==> config.mk <==
export PLATFORM = sky130hd
export DESIGN_NAME = weighted_random_pick_top
export DESIGN_NICKNAME = d
export VERILOG_FILES = /design/src/rtl/core/wrp_pkg.sv /design/src/rtl/core/wrp_lane.sv /design/src/rtl/core/wrp_mod.sv /design/src/rtl/core/wrp_merge.sv /design/src/rtl/core/weighted_random_pick_top.sv
export SDC_FILE = /design/constraint.sdc
export NUM_CORES = 2
export LEC_CHECK = 0
export ABC_AREA = 1
export BUFFER_PORTS_ARGS = -buffer_cell sky130_fd_sc_hd__buf_2
export CORE_MARGIN = 5
export CORE_UTILIZATION = 61
export CTS_CLUSTER_SIZE = 8
export DETAILED_ROUTE_END_ITERATION = 7
export GPL_ROUTABILITY_DRIVEN = 0
export PLACE_DENSITY = 0.83
export RECOVER_POWER = 25
export REMOVE_ABC_BUFFERS = 1
export SYNTH_ARGS = -nofsm -noshare
export SYNTH_HDL_FRONTEND = slang
export SYNTH_SLANG_ARGS = --single-unit
==> constraint.sdc <==
create_clock -name clk -period 11.1 [get_ports clk]
set_clock_uncertainty 0.2 [all_clocks]
set_input_delay 1.665 -clock clk [delete_from_list [all_inputs] [get_ports clk]]
set_output_delay 1.665 -clock clk [all_outputs]
set_load 0.05 [all_outputs]
==> src/rtl/core/wrp_pkg.sv <==
`timescale 1ns / 1ps

package wrp_pkg;

	localparam int FIELD_SLOTS = 5;
	localparam int ID_W = 8;
	localparam int WEIGHT_W = 7;
	localparam int RAND_W = 32;
	localparam int COUNT_W = 3;
	// Widest possible sum of all drawing weights.
	localparam int SUM_W = $clog2(FIELD_SLOTS * (2 ** WEIGHT_W - 1) + 1);
	localparam int BITS_PER_STAGE = 4;
	localparam int MOD_STAGES = RAND_W / BITS_PER_STAGE;

	localparam logic [WEIGHT_W-1:0] ALWAYS_WEIGHT = WEIGHT_W'(100);

	typedef struct packed {
		logic signed [ID_W-1:0] id;
		logic                   is_fixed;
		logic                   draw;
		logic [WEIGHT_W-1:0]    weight;
	} lane_info_t;

	typedef struct packed {
		lane_info_t [FIELD_SLOTS-1:0]            slot;
		logic [FIELD_SLOTS-1:0][SUM_W-1:0]       run;
		logic                                    any_draw;
		logic                                    zero_total;
	} pick_data_t;

endpackage

==> src/rtl/core/wrp_lane.sv <==
`timescale 1ns / 1ps

module wrp_lane (
	input  logic                                 clk,
	input  logic signed [wrp_pkg::ID_W-1:0]      slot_id,
	input  logic [wrp_pkg::WEIGHT_W-1:0]         slot_weight,
	output wrp_pkg::lane_info_t                  info_s1
);

	logic nonempty;
	logic fixed;

	assign nonempty = (slot_id != '0);
	assign fixed = nonempty && (slot_weight == wrp_pkg::ALWAYS_WEIGHT);

	always_ff @(posedge clk) begin
		info_s1.id <= slot_id;
		info_s1.is_fixed <= fixed;
		info_s1.draw <= nonempty && !fixed;
		// A slot that does not take part in the draw adds nothing to the running sums.
		info_s1.weight <= (nonempty && !fixed) ? slot_weight : '0;
	end

endmodule

==> src/rtl/core/wrp_mod.sv <==
`timescale 1ns / 1ps

module wrp_mod (
	input  logic                              clk,
	input  logic                              arst_n,
	input  logic                              in_valid,
	input  logic [wrp_pkg::RAND_W-1:0]        dividend,
	input  logic [wrp_pkg::SUM_W-1:0]         divisor,
	output logic                              out_valid,
	output logic [wrp_pkg::SUM_W-1:0]         remainder
);

	localparam int SW = wrp_pkg::SUM_W;
	localparam int RW = wrp_pkg::RAND_W;
	localparam int BPS = wrp_pkg::BITS_PER_STAGE;
	localparam int NST = wrp_pkg::MOD_STAGES;

	logic [SW-1:0] rem_q [NST];
	logic [RW-1:0] num_q [NST];
	logic [SW-1:0] div_q [NST];
	logic          vld_q [NST];

	for (genvar s = 0; s < NST; s++) begin : g_stage
		logic [SW-1:0] rem_in;
		logic [RW-1:0] num_in;
		logic [SW-1:0] div_in;
		logic          vld_in;
		logic [SW-1:0] rem_nx;

		if (s == 0) begin : g_first
			assign rem_in = '0;
			assign num_in = dividend;
			assign div_in = divisor;
			assign vld_in = in_valid;
		end else begin : g_next
			assign rem_in = rem_q[s-1];
			assign num_in = num_q[s-1];
			assign div_in = div_q[s-1];
			assign vld_in = vld_q[s-1];
		end

		// Restoring remainder steps, most significant dividend bit first.
		always_comb begin
			logic [SW:0]   t;
			logic [SW-1:0] r;
			r = rem_in;
			t = '0;
			for (int b = 0; b < BPS; b++) begin
				t = {r, num_in[RW-1-b]};
				if (t >= {1'b0, div_in}) begin
					t = t - {1'b0, div_in};
				end
				r = t[SW-1:0];
			end
			rem_nx = r;
		end

		always_ff @(posedge clk) begin
			rem_q[s] <= rem_nx;
			num_q[s] <= num_in << BPS;
			div_q[s] <= div_in;
		end

		always_ff @(posedge clk or negedge arst_n) begin
			if (!arst_n) begin
				vld_q[s] <= 1'b0;
			end else begin
				vld_q[s] <= vld_in;
			end
		end
	end

	assign out_valid = vld_q[NST-1];
	assign remainder = rem_q[NST-1];

endmodule

==> src/rtl/core/wrp_merge.sv <==
`timescale 1ns / 1ps

module wrp_merge (
	input  logic                                                  clk,
	input  logic                                                  arst_n,
	input  logic                                                  in_valid,
	input  wrp_pkg::pick_data_t                                   data,
	input  logic [wrp_pkg::SUM_W-1:0]                             roll,
	output logic                                                  done,
	output logic [wrp_pkg::FIELD_SLOTS-1:0][wrp_pkg::ID_W-1:0]    chosen_q,
	output logic [wrp_pkg::COUNT_W-1:0]                           count_q,
	output logic                                                  flag_q
);

	localparam int NS = wrp_pkg::FIELD_SLOTS;
	localparam int CW = wrp_pkg::COUNT_W;

	logic [NS-1:0][wrp_pkg::ID_W-1:0] chosen_nx;
	logic [CW-1:0]                    count_nx;
	logic                             flag_nx;

	always_comb begin
		logic [CW-1:0]              n;
		logic                       found;
		logic [wrp_pkg::ID_W-1:0]   pick;
		n = '0;
		found = 1'b0;
		pick = '0;
		chosen_nx = '0;
		// Fixed slots go first, packed in slot order.
		for (int i = 0; i < NS; i++) begin
			if (data.slot[i].is_fixed && (n < CW'(NS))) begin
				chosen_nx[n] = data.slot[i].id;
				n = n + 1'b1;
			end
		end
		// The first drawing slot whose running sum exceeds the roll wins.
		for (int i = 0; i < NS; i++) begin
			if (!found && data.slot[i].draw && (roll < data.run[i])) begin
				found = 1'b1;
				pick = data.slot[i].id;
			end
		end
		if (data.any_draw && !data.zero_total && found && (n < CW'(NS))) begin
			chosen_nx[n] = pick;
			n = n + 1'b1;
		end
		count_nx = n;
		flag_nx = data.any_draw && data.zero_total;
	end

	always_ff @(posedge clk) begin
		chosen_q <= chosen_nx;
		count_q <= count_nx;
		flag_q <= flag_nx;
	end

	always_ff @(posedge clk or negedge arst_n) begin
		if (!arst_n) begin
			done <= 1'b0;
		end else begin
			done <= in_valid;
		end
	end

endmodule

==> src/rtl/core/weighted_random_pick_top.sv <==
`timescale 1ns / 1ps

// Pipeline: a request passes through the slot lanes, the prefix sums, eight remainder stages
// of four bits each and the merge; done and the result are registered together in the merge.
// Throughput: one request per cycle; busy stays low and the receiver cannot stall.
// Reset: arst_n clears every valid bit in the pipeline at once; no request is lost to it
// once it is released, and no done pulse appears while it is held.
module weighted_random_pick_top #(
	parameter int SLOT_COUNT = 5
) (
	input  logic                                   clk,
	input  logic                                   arst_n,
	input  logic                                   start,
	output logic                                   busy,
	input  logic signed [wrp_pkg::ID_W-1:0]        slot_id_a,
	input  logic signed [wrp_pkg::ID_W-1:0]        slot_id_b,
	input  logic signed [wrp_pkg::ID_W-1:0]        slot_id_c,
	input  logic signed [wrp_pkg::ID_W-1:0]        slot_id_d,
	input  logic signed [wrp_pkg::ID_W-1:0]        slot_id_e,
	input  logic [wrp_pkg::WEIGHT_W-1:0]           slot_weight_a,
	input  logic [wrp_pkg::WEIGHT_W-1:0]           slot_weight_b,
	input  logic [wrp_pkg::WEIGHT_W-1:0]           slot_weight_c,
	input  logic [wrp_pkg::WEIGHT_W-1:0]           slot_weight_d,
	input  logic [wrp_pkg::WEIGHT_W-1:0]           slot_weight_e,
	input  logic [wrp_pkg::RAND_W-1:0]             random_word,
	output logic                                   done,
	output logic signed [wrp_pkg::ID_W-1:0]        chosen_a,
	output logic signed [wrp_pkg::ID_W-1:0]        chosen_b,
	output logic signed [wrp_pkg::ID_W-1:0]        chosen_c,
	output logic signed [wrp_pkg::ID_W-1:0]        chosen_d,
	output logic signed [wrp_pkg::ID_W-1:0]        chosen_e,
	output logic [wrp_pkg::COUNT_W-1:0]            chosen_count,
	output logic                                   zero_total_flag
);

	localparam int NS = wrp_pkg::FIELD_SLOTS;
	localparam int SW = wrp_pkg::SUM_W;
	localparam int NST = wrp_pkg::MOD_STAGES;
	localparam int LANES = (SLOT_COUNT < NS) ? SLOT_COUNT : NS;

	logic signed [wrp_pkg::ID_W-1:0]  id_in [NS];
	logic [wrp_pkg::WEIGHT_W-1:0]     wt_in [NS];
	wrp_pkg::lane_info_t              info_s1 [NS];
	logic                             valid_s1;
	logic [wrp_pkg::RAND_W-1:0]       random_s1;

	wrp_pkg::pick_data_t              data_nx;
	logic [SW-1:0]                    total_nx;
	wrp_pkg::pick_data_t              data_s2;
	logic [SW-1:0]                    total_s2;
	logic                             valid_s2;
	logic [wrp_pkg::RAND_W-1:0]       random_s2;

	wrp_pkg::pick_data_t              data_dly_q [NST];
	logic                             mod_valid;
	logic [SW-1:0]                    roll;
	logic [NS-1:0][wrp_pkg::ID_W-1:0] chosen_q;

	// Every stage moves on each cycle, so a request is always taken.
	assign busy = 1'b0;

	assign id_in[0] = slot_id_a;
	assign id_in[1] = slot_id_b;
	assign id_in[2] = slot_id_c;
	assign id_in[3] = slot_id_d;
	assign id_in[4] = slot_id_e;
	assign wt_in[0] = slot_weight_a;
	assign wt_in[1] = slot_weight_b;
	assign wt_in[2] = slot_weight_c;
	assign wt_in[3] = slot_weight_d;
	assign wt_in[4] = slot_weight_e;

	for (genvar i = 0; i < NS; i++) begin : g_lane
		if (i < LANES) begin : g_active
			wrp_lane u_lane (
				.clk         (clk),
				.slot_id     (id_in[i]),
				.slot_weight (wt_in[i]),
				.info_s1     (info_s1[i])
			);
		end else begin : g_idle
			// Slots past the configured count behave as empty.
			assign info_s1[i] = '0;
		end
	end

	always_ff @(posedge clk) begin
		random_s1 <= random_word;
	end

	always_comb begin
		logic [SW-1:0] acc;
		logic          any;
		acc = '0;
		any = 1'b0;
		data_nx = '0;
		for (int i = 0; i < NS; i++) begin
			data_nx.slot[i] = info_s1[i];
			acc = acc + SW'(info_s1[i].weight);
			data_nx.run[i] = acc;
			any = any | info_s1[i].draw;
		end
		data_nx.any_draw = any;
		data_nx.zero_total = (acc == '0);
		total_nx = acc;
	end

	always_ff @(posedge clk) begin
		data_s2 <= data_nx;
		total_s2 <= total_nx;
		random_s2 <= random_s1;
	end

	always_ff @(posedge clk or negedge arst_n) begin
		if (!arst_n) begin
			valid_s1 <= 1'b0;
			valid_s2 <= 1'b0;
		end else begin
			valid_s1 <= start && !busy;
			valid_s2 <= valid_s1;
		end
	end

	wrp_mod u_mod (
		.clk       (clk),
		.arst_n    (arst_n),
		.in_valid  (valid_s2),
		.dividend  (random_s2),
		.divisor   (total_s2),
		.out_valid (mod_valid),
		.remainder (roll)
	);

	// The slot data rides alongside the remainder stages.
	always_ff @(posedge clk) begin
		data_dly_q[0] <= data_s2;
		for (int k = 1; k < NST; k++) begin
			data_dly_q[k] <= data_dly_q[k-1];
		end
	end

	wrp_merge u_merge (
		.clk      (clk),
		.arst_n   (arst_n),
		.in_valid (mod_valid),
		.data     (data_dly_q[NST-1]),
		.roll     (roll),
		.done     (done),
		.chosen_q (chosen_q),
		.count_q  (chosen_count),
		.flag_q   (zero_total_flag)
	);

	assign chosen_a = chosen_q[0];
	assign chosen_b = chosen_q[1];
	assign chosen_c = chosen_q[2];
	assign chosen_d = chosen_q[3];
	assign chosen_e = chosen_q[4];

endmodule
==> results.toml <==
[timing]
setup_tns_ns = 0
max_freq_mhz = 109.8
timing.final.crit_share = 0.8207
worst_pin_slew_ns = 1.152
slew_viol_final = 0
grt_setup_unrepaired = "false"
hold_viol_final = 0
final-setup-viol-count = 0
period_needed_ns = 9.109
slew_headroom = 0.2252

[setup_path]
worst_setup_path_startpoint = "u_mod.div_q[0][1]"
r2r_start = "u_mod.div_q[0][1]"
worstPathArrival_ns = 9.56
cp_slowest_cell = "dfxtp_1"
endpoint_kind = "flop"
cpMostUsedCell = "nand2_1"
endpoint = "u_mod.rem_q[0][16]"
r2r_slack_ns = 1.99
cp_max_fo = 13
reg2regPathDepth = 42
worst-path-stages = 42
timing.rr.end = "u_mod.rem_q[0][16]"
crit_required_ns = 11.55
critPathTopFamily = "simple AND/OR/NAND/NOR gates"
slowest_delay_ns = 0.52
crit_path_start_kind = "flop"
path_class = "reg -> reg"
critical_path_buf_inv_count = 1

[global_routing]
antenna_found_initial = 3
grt_max_degree = 20
grt_pass1_wl_um = 200000
grt_usage = 0.2832
grt_pass1_vias = 39600
grt_overflow_total = 0

[synth]
ys_warn_count = 0
yosysSeqAreaShare = 0.5146
synth_edf_count = 0
ys_types = 63
synthCells = 5551
async_reset_ff_frac = 0.008730
avgSynthCellArea_um2 = 8.849
netlist_area_um2 = 49120
ys_ff_latch = 1260
synthFlopType = "dfxtp_1"

[clock_network]
clk_path_buf_depth = 3
cts_root_buf = "clkbuf_16"
cts-hold-fix-buffers = 0
post_cts_buffers = 0
cts_sinks = 1260
htree_levels = 4
clk_pin_slew_ns = 0.05
post_cts_resized = 0
cts_tree = "done"
cts_buffers = 177
clk_latency_ns = 0.75

[hold_path]
worstHoldPathType = "reg -> reg"

[routing]
post_drt_wl_per_cell_um = 18.11
drc = 15
vias = 39360
dr.first_iter.drc_count = 4110
drtPass1Iterations = 8
drt-vias-per-instance = 5.701
drt-total-wl_um = 125000
ant_nets = 0

[finish]
nets = 6351
synthToLayoutAreaGrowth_pct = 13.54
drive_gt1_frac = 0.07546

[floorplanning]
die_w_um = 293.8
start_util = 0.6128
coreArea_um2 = 80160
die_y_um = 293.8
dieArea_um2 = 86310
num_rows = 104
pin_count = 156

[run_status]
outcome = "finished, violations left"
violations = "design-rule violations"

[flow_run]
drv_cap = 0

[place]
portBuffers = 154
post-dp-hpwl_um = 80530
[layout by cell type, fill, tap and decap left out, drive strengths merged, types with 3 or more instances in the layout]
| cell | synthesis | routed |
|---|---|---|
| a221oi | 7 | 7 |
| or2 | 12 | 12 |
| and2 | 3 | 3 |
| dfrtp | 11 | 11 |
| a31oi | 6 | 6 |
| o21a | 12 | 12 |
| clkinv | 2 | 15 |
| nor3 | 43 | 43 |
| o22ai | 10 | 10 |
| o31ai | 5 | 5 |
| nand2 | 1310 | 1310 |
| xnor2 | 81 | 81 |
| o21bai | 17 | 17 |
| ha | 385 | 385 |
| a32oi | 8 | 8 |
| nand3 | 402 | 402 |
| nor4 | 18 | 18 |
| a21oi | 262 | 262 |
| a21boi | 12 | 12 |
| buf | 44 | 155 |
| dfxtp | 1249 | 1249 |
| nand4 | 108 | 108 |
| clkbuf | 21 | 185 |
| nand3b | 12 | 12 |
| xor2 | 153 | 153 |
| o21ai | 207 | 207 |
| nor2 | 323 | 323 |
| a21o | 28 | 28 |
| o311ai | 10 | 10 |
| o221ai | 9 | 9 |
| a211oi | 4 | 4 |
| inv | 712 | 716 |
| fa | 36 | 36 |
| o211ai | 23 | 23 |
[state kept, by name, indices dropped and copies added (netlist names)]
signal                          count
u_merge.done                        1
random_s2                          32
u_mod.rem_q                        80
data_s2                            86
u_mod.div_q                        78
u_merge.count_q                     3
u_merge.flag_q                      1
valid_s1                            1
u_merge.chosen_q                   40
u_mod.g_stage.vld_in                7
u_mod.num_q                       112
random_s1                          32
u_mod.out_valid                     1
valid_s2                            1
data_dly_q                        690
total_s2                           10
g_lane.g_active.u_lane.info_s1     85
[routing by layer]
layer,up-vias,track usage,wire (um)
li1,18450,-,-
met1,18060,0.3273,46090
met2,2197,0.4913,60650
met3,655,0.05872,10450
met4,2,0.1573,7821
met5,-,0,10
[Yosys cell counts (18+ instances only)]
cell      count  share of area
ha_1        385          0.098
nor2_1      300          0.023
nand4_1     105          0.013
nor4_1       18         0.0023
o211ai_1     23         0.0035
nor3_1       43         0.0044
nand3_1     388          0.040
a21oi_1     259          0.026
xor2_1      153          0.027
buf_2        25         0.0025
o21ai_0     189          0.019
inv_1       707          0.054
dfxtp_1    1249           0.51
xnor2_1      81          0.014
a21o_1       28         0.0043
fa_1         36          0.015
clkbuf_1     21         0.0016
nand2_1    1288          0.098
[cell families after synthesis]
group	after synthesis	share of synthesized area
AO/OA/AOI/OAI	623	0.07320
adder cells (fa/ha/maj)	421	0.1127
XOR/XNOR	234	0.04172
flip-flops	1260	0.5146
AND/OR/NAND/NOR	2233	0.1962
buffers and inverters	779	0.06146
other	1	0.00007634
[worst min path at each step]
stage / startpoint / end / slack (ns) / cells after the start
after floorplan: data_s2[0] / data_dly_q[0][0] / 0.11 / 0
after global routing: data_dly_q[0][427] / data_dly_q[1][16] / 0.09 / 0
after detailed placement: data_s2[100] / data_dly_q[0][100] / 0.11 / 0
final: data_dly_q[0][427] / data_dly_q[1][16] / 0.08 / 0
after CTS: data_dly_q[0][427] / data_dly_q[1][16] / 0.08 / 0
after global placement: data_dly_q[1][100] / data_dly_q[1][237] / 0.11 / 0
[through the flow]
step                      instance area, um^2  hold WS (ns)  setup WS, ns  instances  utilization
after floorplan                         48790        0.1096         3.779       5486            -
after global placement                  50890        0.1095         2.880       6701       0.6349
after CTS                               55770       0.08416         2.344       6904       0.6958
final                                   55780       0.08491         1.991       6905       0.6958
after detailed placement                50890        0.1121         2.679       6701       0.6349
after global routing                    55770       0.09423         1.394       6904       0.6958
[cell type report]
cell class	instances	area (um^2)
antenna	1	2.502
clock buffer	185	4489
clock inverter	18	391.6
fill	5552	24380
inverter	714	2684
multi-input combinational	3512	20830
sequential	1260	25280
tap	1060	1326
timing repair buffer	155	778.2
Power is not shown: default switching activity piles up to over one toggle a cycle in this logic, so the estimate is an artifact.
